===== src/design/peak_rms_level_meter_core_assert.svh =====
// assertion macros for the level meter core
// expects aclk and aresetn in the scope of the module that uses them
`ifndef PEAK_RMS_LEVEL_METER_CORE_ASSERT_SVH
`define PEAK_RMS_LEVEL_METER_CORE_ASSERT_SVH

// same-cycle implication, disabled while in reset
`define PRLM_ASSERT_NOW(label, ante, cons, msg) \
    label: assert property (@(posedge aclk) disable iff (!aresetn) (ante) |-> (cons)) \
        else $error(msg);

// next-cycle implication, disabled while in reset
`define PRLM_ASSERT_NEXT(label, ante, cons, msg) \
    label: assert property (@(posedge aclk) disable iff (!aresetn) (ante) |=> (cons)) \
        else $error(msg);

`endif


===== src/design/prlm_pkg.sv =====
// shared widths, state codes and helpers for the peak/rms level meter
// no dependencies
package prlm_pkg;

    localparam int SAMPLE_W   = 24;
    localparam int PEAK_W     = 24;
    localparam int ROOT_W     = 24;
    localparam int COUNT_W    = 17;
    localparam int SQ_W       = 47;
    localparam int SUM_W      = 63;
    localparam int RAD_W      = 2 * ROOT_W;
    localparam int UNIT_W     = ROOT_W + 2;
    localparam int MAX_FRAMES = 65536;

    localparam int DIV_STEPS  = SUM_W;
    localparam int SQRT_STEPS = ROOT_W;
    localparam int STEP_W     = $clog2(DIV_STEPS);

    localparam int S_TDATA_W  = 24;
    localparam int M_FIELDS_W = PEAK_W + ROOT_W + COUNT_W + 1;
    localparam int M_TDATA_W  = ((M_FIELDS_W + 7) / 8) * 8;

    // sequencer states, one-hot
    typedef enum logic [5:0] {
        ST_IDLE = 6'b000001,
        ST_MUL  = 6'b000010,
        ST_ACC  = 6'b000100,
        ST_DIV  = 6'b001000,
        ST_SQRT = 6'b010000,
        ST_OUT  = 6'b100000
    } state_t;

    // absolute value of a two's complement sample, most negative value included
    function automatic logic [PEAK_W-1:0] magnitude(input logic [SAMPLE_W-1:0] raw);
        logic [PEAK_W-1:0] neg;
        neg = PEAK_W'(~raw) + PEAK_W'(1);
        if (raw[SAMPLE_W-1]) begin
            return neg;
        end
        return raw;
    endfunction

endpackage


===== src/design/peak_rms_level_meter_core.sv =====
// peak / rms audio level meter, single module with a shared subtract unit
// depends on prlm_pkg and peak_rms_level_meter_core_assert.svh
//
// channel   dir  signals                          fields (low bit up)
// s_        in   s_tvalid s_tready s_tdata        tdata: sample[23:0]
//                s_tlast s_tuser                  tlast: last, tuser: no_data
// m_        out  m_tvalid m_tready m_tdata        tdata: peak[23:0] rms[47:24]
//                                                 frames[64:48] valid_res[65]
//
// a mid-block sample is accepted, squared and accumulated; a last sample then also
// runs the restoring divide, the square root and the output load; both loops share
// one 26-bit subtractor; a no_data item goes from accept straight to output load
// reset is synchronous active low and clears the state, accumulator, step and
// output-valid registers only; the output register holds a result while new samples
// are taken; the sequencer waits in output load only if the last result is not taken
`include "peak_rms_level_meter_core_assert.svh"

module peak_rms_level_meter_core (
    input  logic                           aclk,
    input  logic                           aresetn,
    input  logic                           s_tvalid,
    output logic                           s_tready,
    input  logic [prlm_pkg::S_TDATA_W-1:0] s_tdata,   // sample[23:0]
    input  logic                           s_tlast,
    input  logic                           s_tuser,   // no_data
    output logic                           m_tvalid,
    input  logic                           m_tready,
    output logic [prlm_pkg::M_TDATA_W-1:0] m_tdata    // peak, rms, frames, valid_res
);
    import prlm_pkg::*;

    state_t                 state_reg, state_next;
    logic [PEAK_W-1:0]      mag_reg, mag_next;
    logic                   last_reg, last_next;
    logic                   keep_reg, keep_next;
    logic [SQ_W-1:0]        sq_reg, sq_next;
    logic [PEAK_W-1:0]      peak_reg, peak_next;
    logic [SUM_W-1:0]       sum_reg, sum_next;
    logic [COUNT_W-1:0]     count_reg, count_next;
    logic [UNIT_W-1:0]      work_reg, work_next;
    logic [SUM_W-1:0]       quo_reg, quo_next;
    logic [ROOT_W-1:0]      root_reg, root_next;
    logic [STEP_W-1:0]      step_reg, step_next;
    logic [PEAK_W-1:0]      snap_peak_reg, snap_peak_next;
    logic [COUNT_W-1:0]     snap_frames_reg, snap_frames_next;
    logic                   snap_valid_reg, snap_valid_next;
    logic                   m_valid_reg, m_valid_next;
    logic [M_TDATA_W-1:0]   m_data_reg, m_data_next;

    logic [2*PEAK_W-1:0]    prod;
    logic [SUM_W-1:0]       sum_upd;
    logic [COUNT_W-1:0]     count_upd;
    logic [UNIT_W-1:0]      op_a, op_b;
    logic [UNIT_W:0]        diff;
    logic                   unit_ge;

    // squarer, registered before the accumulate
    assign prod = mag_reg * mag_reg;

    // accumulator update for a kept sample
    assign sum_upd   = sum_reg + {{(SUM_W-SQ_W){1'b0}}, sq_reg};
    assign count_upd = count_reg + COUNT_W'(1);

    // shared subtract unit: divide step or square-root step
    always_comb begin
        case (state_reg)
            ST_SQRT: begin
                op_a = {work_reg[UNIT_W-3:0], quo_reg[RAD_W-1 -: 2]};
                op_b = {root_reg, 2'b01};
            end
            default: begin
                op_a = {{(UNIT_W-COUNT_W-1){1'b0}}, work_reg[COUNT_W-1:0], quo_reg[SUM_W-1]};
                op_b = {{(UNIT_W-COUNT_W){1'b0}}, snap_frames_reg};
            end
        endcase
    end
    assign diff    = {1'b0, op_a} - {1'b0, op_b};
    assign unit_ge = ~diff[UNIT_W];

    // sequencer
    always_comb begin
        state_next       = state_reg;
        mag_next         = mag_reg;
        last_next        = last_reg;
        keep_next        = keep_reg;
        sq_next          = sq_reg;
        peak_next        = peak_reg;
        sum_next         = sum_reg;
        count_next       = count_reg;
        work_next        = work_reg;
        quo_next         = quo_reg;
        root_next        = root_reg;
        step_next        = step_reg;
        snap_peak_next   = snap_peak_reg;
        snap_frames_next = snap_frames_reg;
        snap_valid_next  = snap_valid_reg;
        m_valid_next     = m_valid_reg;
        m_data_next      = m_data_reg;
        s_tready         = 1'b0;

        if (m_valid_reg && m_tready) begin
            m_valid_next = 1'b0;
        end

        case (state_reg)
            ST_IDLE: begin
                s_tready = 1'b1;
                if (s_tvalid) begin
                    if (s_tuser) begin
                        // no data: clear and report an empty snapshot
                        peak_next        = '0;
                        sum_next         = '0;
                        count_next       = '0;
                        snap_peak_next   = '0;
                        snap_frames_next = '0;
                        snap_valid_next  = 1'b0;
                        root_next        = '0;
                        state_next       = ST_OUT;
                    end else begin
                        mag_next   = magnitude(s_tdata[SAMPLE_W-1:0]);
                        last_next  = s_tlast;
                        keep_next  = (count_reg < COUNT_W'(MAX_FRAMES));
                        state_next = ST_MUL;
                    end
                end
            end
            ST_MUL: begin
                sq_next = prod[SQ_W-1:0];
                if (keep_reg && (mag_reg > peak_reg)) begin
                    peak_next = mag_reg;
                end
                state_next = ST_ACC;
            end
            ST_ACC: begin
                if (keep_reg) begin
                    sum_next   = sum_upd;
                    count_next = count_upd;
                end
                if (last_reg) begin
                    // hand the block to the divider and clear accumulators
                    snap_peak_next   = peak_reg;
                    snap_frames_next = keep_reg ? count_upd : count_reg;
                    snap_valid_next  = 1'b1;
                    quo_next         = keep_reg ? sum_upd : sum_reg;
                    work_next        = '0;
                    root_next        = '0;
                    step_next        = '0;
                    peak_next        = '0;
                    sum_next         = '0;
                    count_next       = '0;
                    state_next       = ST_DIV;
                end else begin
                    state_next = ST_IDLE;
                end
            end
            ST_DIV: begin
                // restoring divide, one quotient bit a cycle
                if (unit_ge) begin
                    work_next = diff[UNIT_W-1:0];
                end else begin
                    work_next = op_a;
                end
                quo_next  = {quo_reg[SUM_W-2:0], unit_ge};
                step_next = step_reg + STEP_W'(1);
                if (step_reg == STEP_W'(DIV_STEPS - 1)) begin
                    work_next  = '0;
                    step_next  = '0;
                    state_next = ST_SQRT;
                end
            end
            ST_SQRT: begin
                // digit-by-digit root, one result bit a cycle
                if (unit_ge) begin
                    work_next = diff[UNIT_W-1:0];
                end else begin
                    work_next = op_a;
                end
                root_next = {root_reg[ROOT_W-2:0], unit_ge};
                quo_next  = {quo_reg[SUM_W-3:0], 2'b00};
                step_next = step_reg + STEP_W'(1);
                if (step_reg == STEP_W'(SQRT_STEPS - 1)) begin
                    step_next  = '0;
                    state_next = ST_OUT;
                end
            end
            ST_OUT: begin
                if (!m_valid_reg || m_tready) begin
                    m_data_next = {{(M_TDATA_W-M_FIELDS_W){1'b0}}, snap_valid_reg,
                                   snap_frames_reg, root_reg, snap_peak_reg};
                    m_valid_next = 1'b1;
                    state_next   = ST_IDLE;
                end
            end
            default: begin
                state_next = ST_IDLE;
            end
        endcase
    end

    // state registers
    always_ff @(posedge aclk) begin
        if (!aresetn) begin
            state_reg   <= ST_IDLE;
            peak_reg    <= '0;
            sum_reg     <= '0;
            count_reg   <= '0;
            step_reg    <= '0;
            m_valid_reg <= 1'b0;
        end else begin
            state_reg   <= state_next;
            peak_reg    <= peak_next;
            sum_reg     <= sum_next;
            count_reg   <= count_next;
            step_reg    <= step_next;
            m_valid_reg <= m_valid_next;
        end
    end

    // payload registers
    always_ff @(posedge aclk) begin
        mag_reg         <= mag_next;
        last_reg        <= last_next;
        keep_reg        <= keep_next;
        sq_reg          <= sq_next;
        work_reg        <= work_next;
        quo_reg         <= quo_next;
        root_reg        <= root_next;
        snap_peak_reg   <= snap_peak_next;
        snap_frames_reg <= snap_frames_next;
        snap_valid_reg  <= snap_valid_next;
        m_data_reg      <= m_data_next;
    end

    assign m_tvalid = m_valid_reg;
    assign m_tdata  = m_data_reg;

    // checks
    `PRLM_ASSERT_NOW(a_count_bound, 1'b1, count_reg <= COUNT_W'(MAX_FRAMES),
        "sample count above limit")
    `PRLM_ASSERT_NOW(a_invalid_zero, m_tvalid && !m_tdata[M_FIELDS_W-1],
        m_tdata[M_FIELDS_W-2:0] == '0, "invalid snapshot carries nonzero fields")
    `PRLM_ASSERT_NEXT(a_div_to_sqrt,
        state_reg == ST_DIV && step_reg == STEP_W'(DIV_STEPS - 1),
        state_reg == ST_SQRT, "divider did not hand over to root")
    `PRLM_ASSERT_NEXT(a_taken_drops, m_valid_reg && m_tready && state_reg != ST_OUT,
        !m_valid_reg, "taken result still shown")

endmodule


===== config.mk =====
export PLATFORM = sky130hd
export DESIGN_NAME = peak_rms_level_meter_core
export DESIGN_NICKNAME = d
export VERILOG_FILES = /design/src/design/prlm_pkg.sv /design/src/design/peak_rms_level_meter_core.sv
export VERILOG_INCLUDE_DIRS = /design/src /design/src/design
export SDC_FILE = /design/constraint.sdc
export NUM_CORES = 2
export LEC_CHECK = 0
export ABC_AREA = 1
export BUFFER_PORTS_ARGS = -buffer_cell sky130_fd_sc_hd__buf_2
export CORE_AREA = 3 3 274 276
export CTS_CLUSTER_DIAMETER = 120
export DETAILED_ROUTE_END_ITERATION = 10
export DIE_AREA = 0 0 277 279
export PLACE_DENSITY = 0.77
export SLEW_MARGIN = 20
export SYNTH_ARGS = -nofsm -noshare
export SYNTH_HDL_FRONTEND = slang
export SYNTH_SLANG_ARGS = --single-unit

===== constraint.sdc =====
create_clock -name aclk -period 15.7 [get_ports aclk]
set_input_delay 0 -clock aclk [delete_from_list [all_inputs] [get_ports aclk]]
set_output_delay 0 -clock aclk [all_outputs]
set_load 0.05 [all_outputs]

==> results.md <==
- Avg Cell Area, Syn: 7.90 um^2
- Placer Congestion: 0.970
- GRT Util Overall: 0.274
- Met2 Wirelength: 50,600 um
- Die X: 277 um
- Share of the synthesized area in the top cell type: 0.215
- Crit. End Element: register
- Max-slew headroom: 0.282
- HP Start: s_tlast
- Layout cells sized above 1: 0.0557
- CTS Buf Count: 46
- Final setup viols: 0
- Post-synthesis mux area share: 0.000524
- Vert. Die Dim: 279 um
- Dominant synthesized flop cell: edfxtp_1
- Crit-path slowest cell: edfxtp_1
- Post-Synth Adder-Cell Area: 0.294
- CTS root buf: clkbuf_16
- H-tree depth: 2
- Max-cap violations: 0
- Initial antenna violation count: 0
- Tcrit/Tclk final: 0.455
- Status: completed
- Final Util: 0.604
- Filler cells: 6,336
- Crit Reg-Reg Startpoint: mag_reg[18]
- Area of the multi-input gates: 24,300 um^2
- Clk slew on worst S/H paths: 0.06 ns
- Period minus WS final: 7.15 ns
- Worst-Skew Late Latency: 0.63 ns
- Post-Syn Instances: 5,135
- Max-slew violations: 0
- Fin Setup TNS: 0 ns
- Syn Std Cell Area: 40,600 um^2
- Slew @ Worst Pin: 1.08 ns
- Largest register FFs: 66
- # DRC: 0
- Share of the yosys chip area belonging to registers: 0.273
- Post-Place Setup Slack: 8.59 ns
- Total Wirelength: 106,000 um
- I/O Pins: 104
- Vias in the first global route: 33,500
- Area of the core: 72,800 um^2
- First-pass GRT wire length: 172,000 um
- Critical path class: register to register
- Via-to-Cell Ratio: 5.31
- CTS max path bufs: 3
- Nets@finish: 5,938
- WP data required: 16.00 ns
- RSZ-0062 raised after global routing: false
- Yosys warning count: 0
- Clk_skew: 0.0719 ns
- GRT Residual Overflow: 0
- CP Launch Type: register
- Final worst slack: 8.55 ns
- Final Hold Fails: 0
- Netlist cell types: 54
- Worst EP arrival: 7.45 ns
- CTS tree: yes
- WL/cell: 17.1 um
- Post-Synth Simple-Gate Area: 0.204
- DIE AREA: 77,300 um^2
- #FFs+latches synth: 408
- Crit-path max cell delay: 1.06 ns
- Diodes inserted: 0
- Site Rows: 99
- DP HPWL: 81,000 um
- Antenna viol nets, final: 0
- Crit-path max FO: 26
- Detailed Route Iter0 Violations: 2,648
- Starting density of the core: 0.557
- DR top layer: met4
- Top cell type by total area after synthesis: edfxtp_1
- Met1 WL: 45,200 um
- CTS Sinks: 408
- FF+latch area: 11,100 um^2
- FMAX: 140 MHz
- Buffers on Ports: 97
- Largest family of logic cells by synthesized area: adder cells
- Asr flop ratio synth: 0
- Critical Path Start: mag_reg[18]
- Synth Area in Compound Gates: 0.0723
- Critical path, cell by cell: nand2_1, fa_1, inv_1, fa_1, fa_1, inv_1, fa_1, inv_1, fa_1, fa_1, inv_1, fa_1, inv_1, ha_1, nand2_1, nor2_1, inv_1, nor2_1, inv_1, o21ai_0, nand2_1, o2111ai_1, xor2_1
- Pin count of the biggest net entering global routing: 112
- Xor/xnor share of the synthesized area: 0.0276
- Area grow syn2layout: 8.44%
- Post-CTS sizing: 0
- Routed wl met3: 6810 um
- Number of synthesized flops with an enable pin: 291
- First-pass DRT Iterations: 6
- Min-Delay Path Class: input pin to register
- Synth area leaders: edfxtp_1 (22%), fa_1 (21%), nand2_1 (12%)
- Vias: 33,000
worst paths after layout:
kind,end,slack [ns],cells after the start
setup / recovery,sq_reg[39],8.55,23
setup reg to reg,sq_reg[39],8.55,23
hold / removal,last_reg,0.11,2
hold reg to reg,m_tdata[18],0.42,0
logic make-up after synthesis:
kind of cell | count (synthesis)
other | 1
adder cells (fa/ha/maj) | 698
flip-flops | 408
multiplexers | 2
AO/OA/AOI/OAI | 522
AND/OR/NAND/NOR | 2002
buffers and inverters | 1374
XOR/XNOR | 128
critical path: cells and delay by family, from the launching register on:
kind                     cells  cell delay (ns)
AO/OA/AOI/OAI                2             0.43
XOR/XNOR                     1             0.13
adder cells (fa/ha/maj)      8             3.98
buffers and inverters        7             0.39
flip-flops                   1             1.06
AND/OR/NAND/NOR              5             0.83
synth_stat cells, drive strengths merged (7+ instances only):
master,n
nor3,36
xnor2,61
nand3,207
o211ai,29
clkbuf,111
dfxtp,117
nor4,13
edfxtp,291
fa,423
o221ai,14
inv,1214
a21o,13
nand2,1300
o21bai,21
o21ai,136
buf,49
nand3b,12
a21oi,261
nor2,332
ha,275
o21a,8
a31o,7
a31oi,13
nand4,57
xor2,67
or2,33
per-stage QoR:
stage,area [um^2],cells,hold WS [ns]
after floorplan,40600,5140,0.0689
after global placement,41900,6072,0.190
after detailed placement,41900,6073,0.187
after CTS,43900,6203,0.0936
after global routing,44000,6206,0.120
final,44000,6206,0.108
cell type report:
| type | instances | area share |
|---|---|---|
| Clock buffer | 54 | 0.0275 |
| Timing Repair Buffer | 182 | 0.0294 |
| Inverter | 1214 | 0.104 |
| Tap cell | 959 | 0.0273 |
| Clock inverter | 31 | 0.00762 |
| Multi-Input combinational cell | 3358 | 0.553 |
| Sequential cell | 408 | 0.252 |
layer usage:
layer	track usage	vias up
met5	0	-
met4	0.0800	0
met3	0.0390	219
met2	0.465	1081
met1	0.367	15700
li1	-	15900
cell usage in the layout (no fill, tap or decap), types with 46 or more instances in the layout:
master / Yosys / layout
xnor2_1: 61 / 61
fa_1: 423 / 423
xor2_1: 67 / 67
nand3_1: 206 / 206
nand4_1: 54 / 54
dfxtp_1: 117 / 117
edfxtp_1: 291 / 291
o21ai_0: 132 / 132
ha_1: 275 / 275
a21oi_1: 261 / 260
clkbuf_16: 0 / 46
nand2_1: 1299 / 1298
inv_1: 1201 / 1199
nor2_1: 324 / 322
buf_2: 27 / 97
repair_timing:
action | 4_1_cts | 5_1_grt
hold buffers | 45 | 0
setup buffers | 0 | 0
hold endpoints to repair | 31 | 0
Power is not shown: default switching activity piles up to over one toggle a cycle in this logic, so the estimate is an artifact.
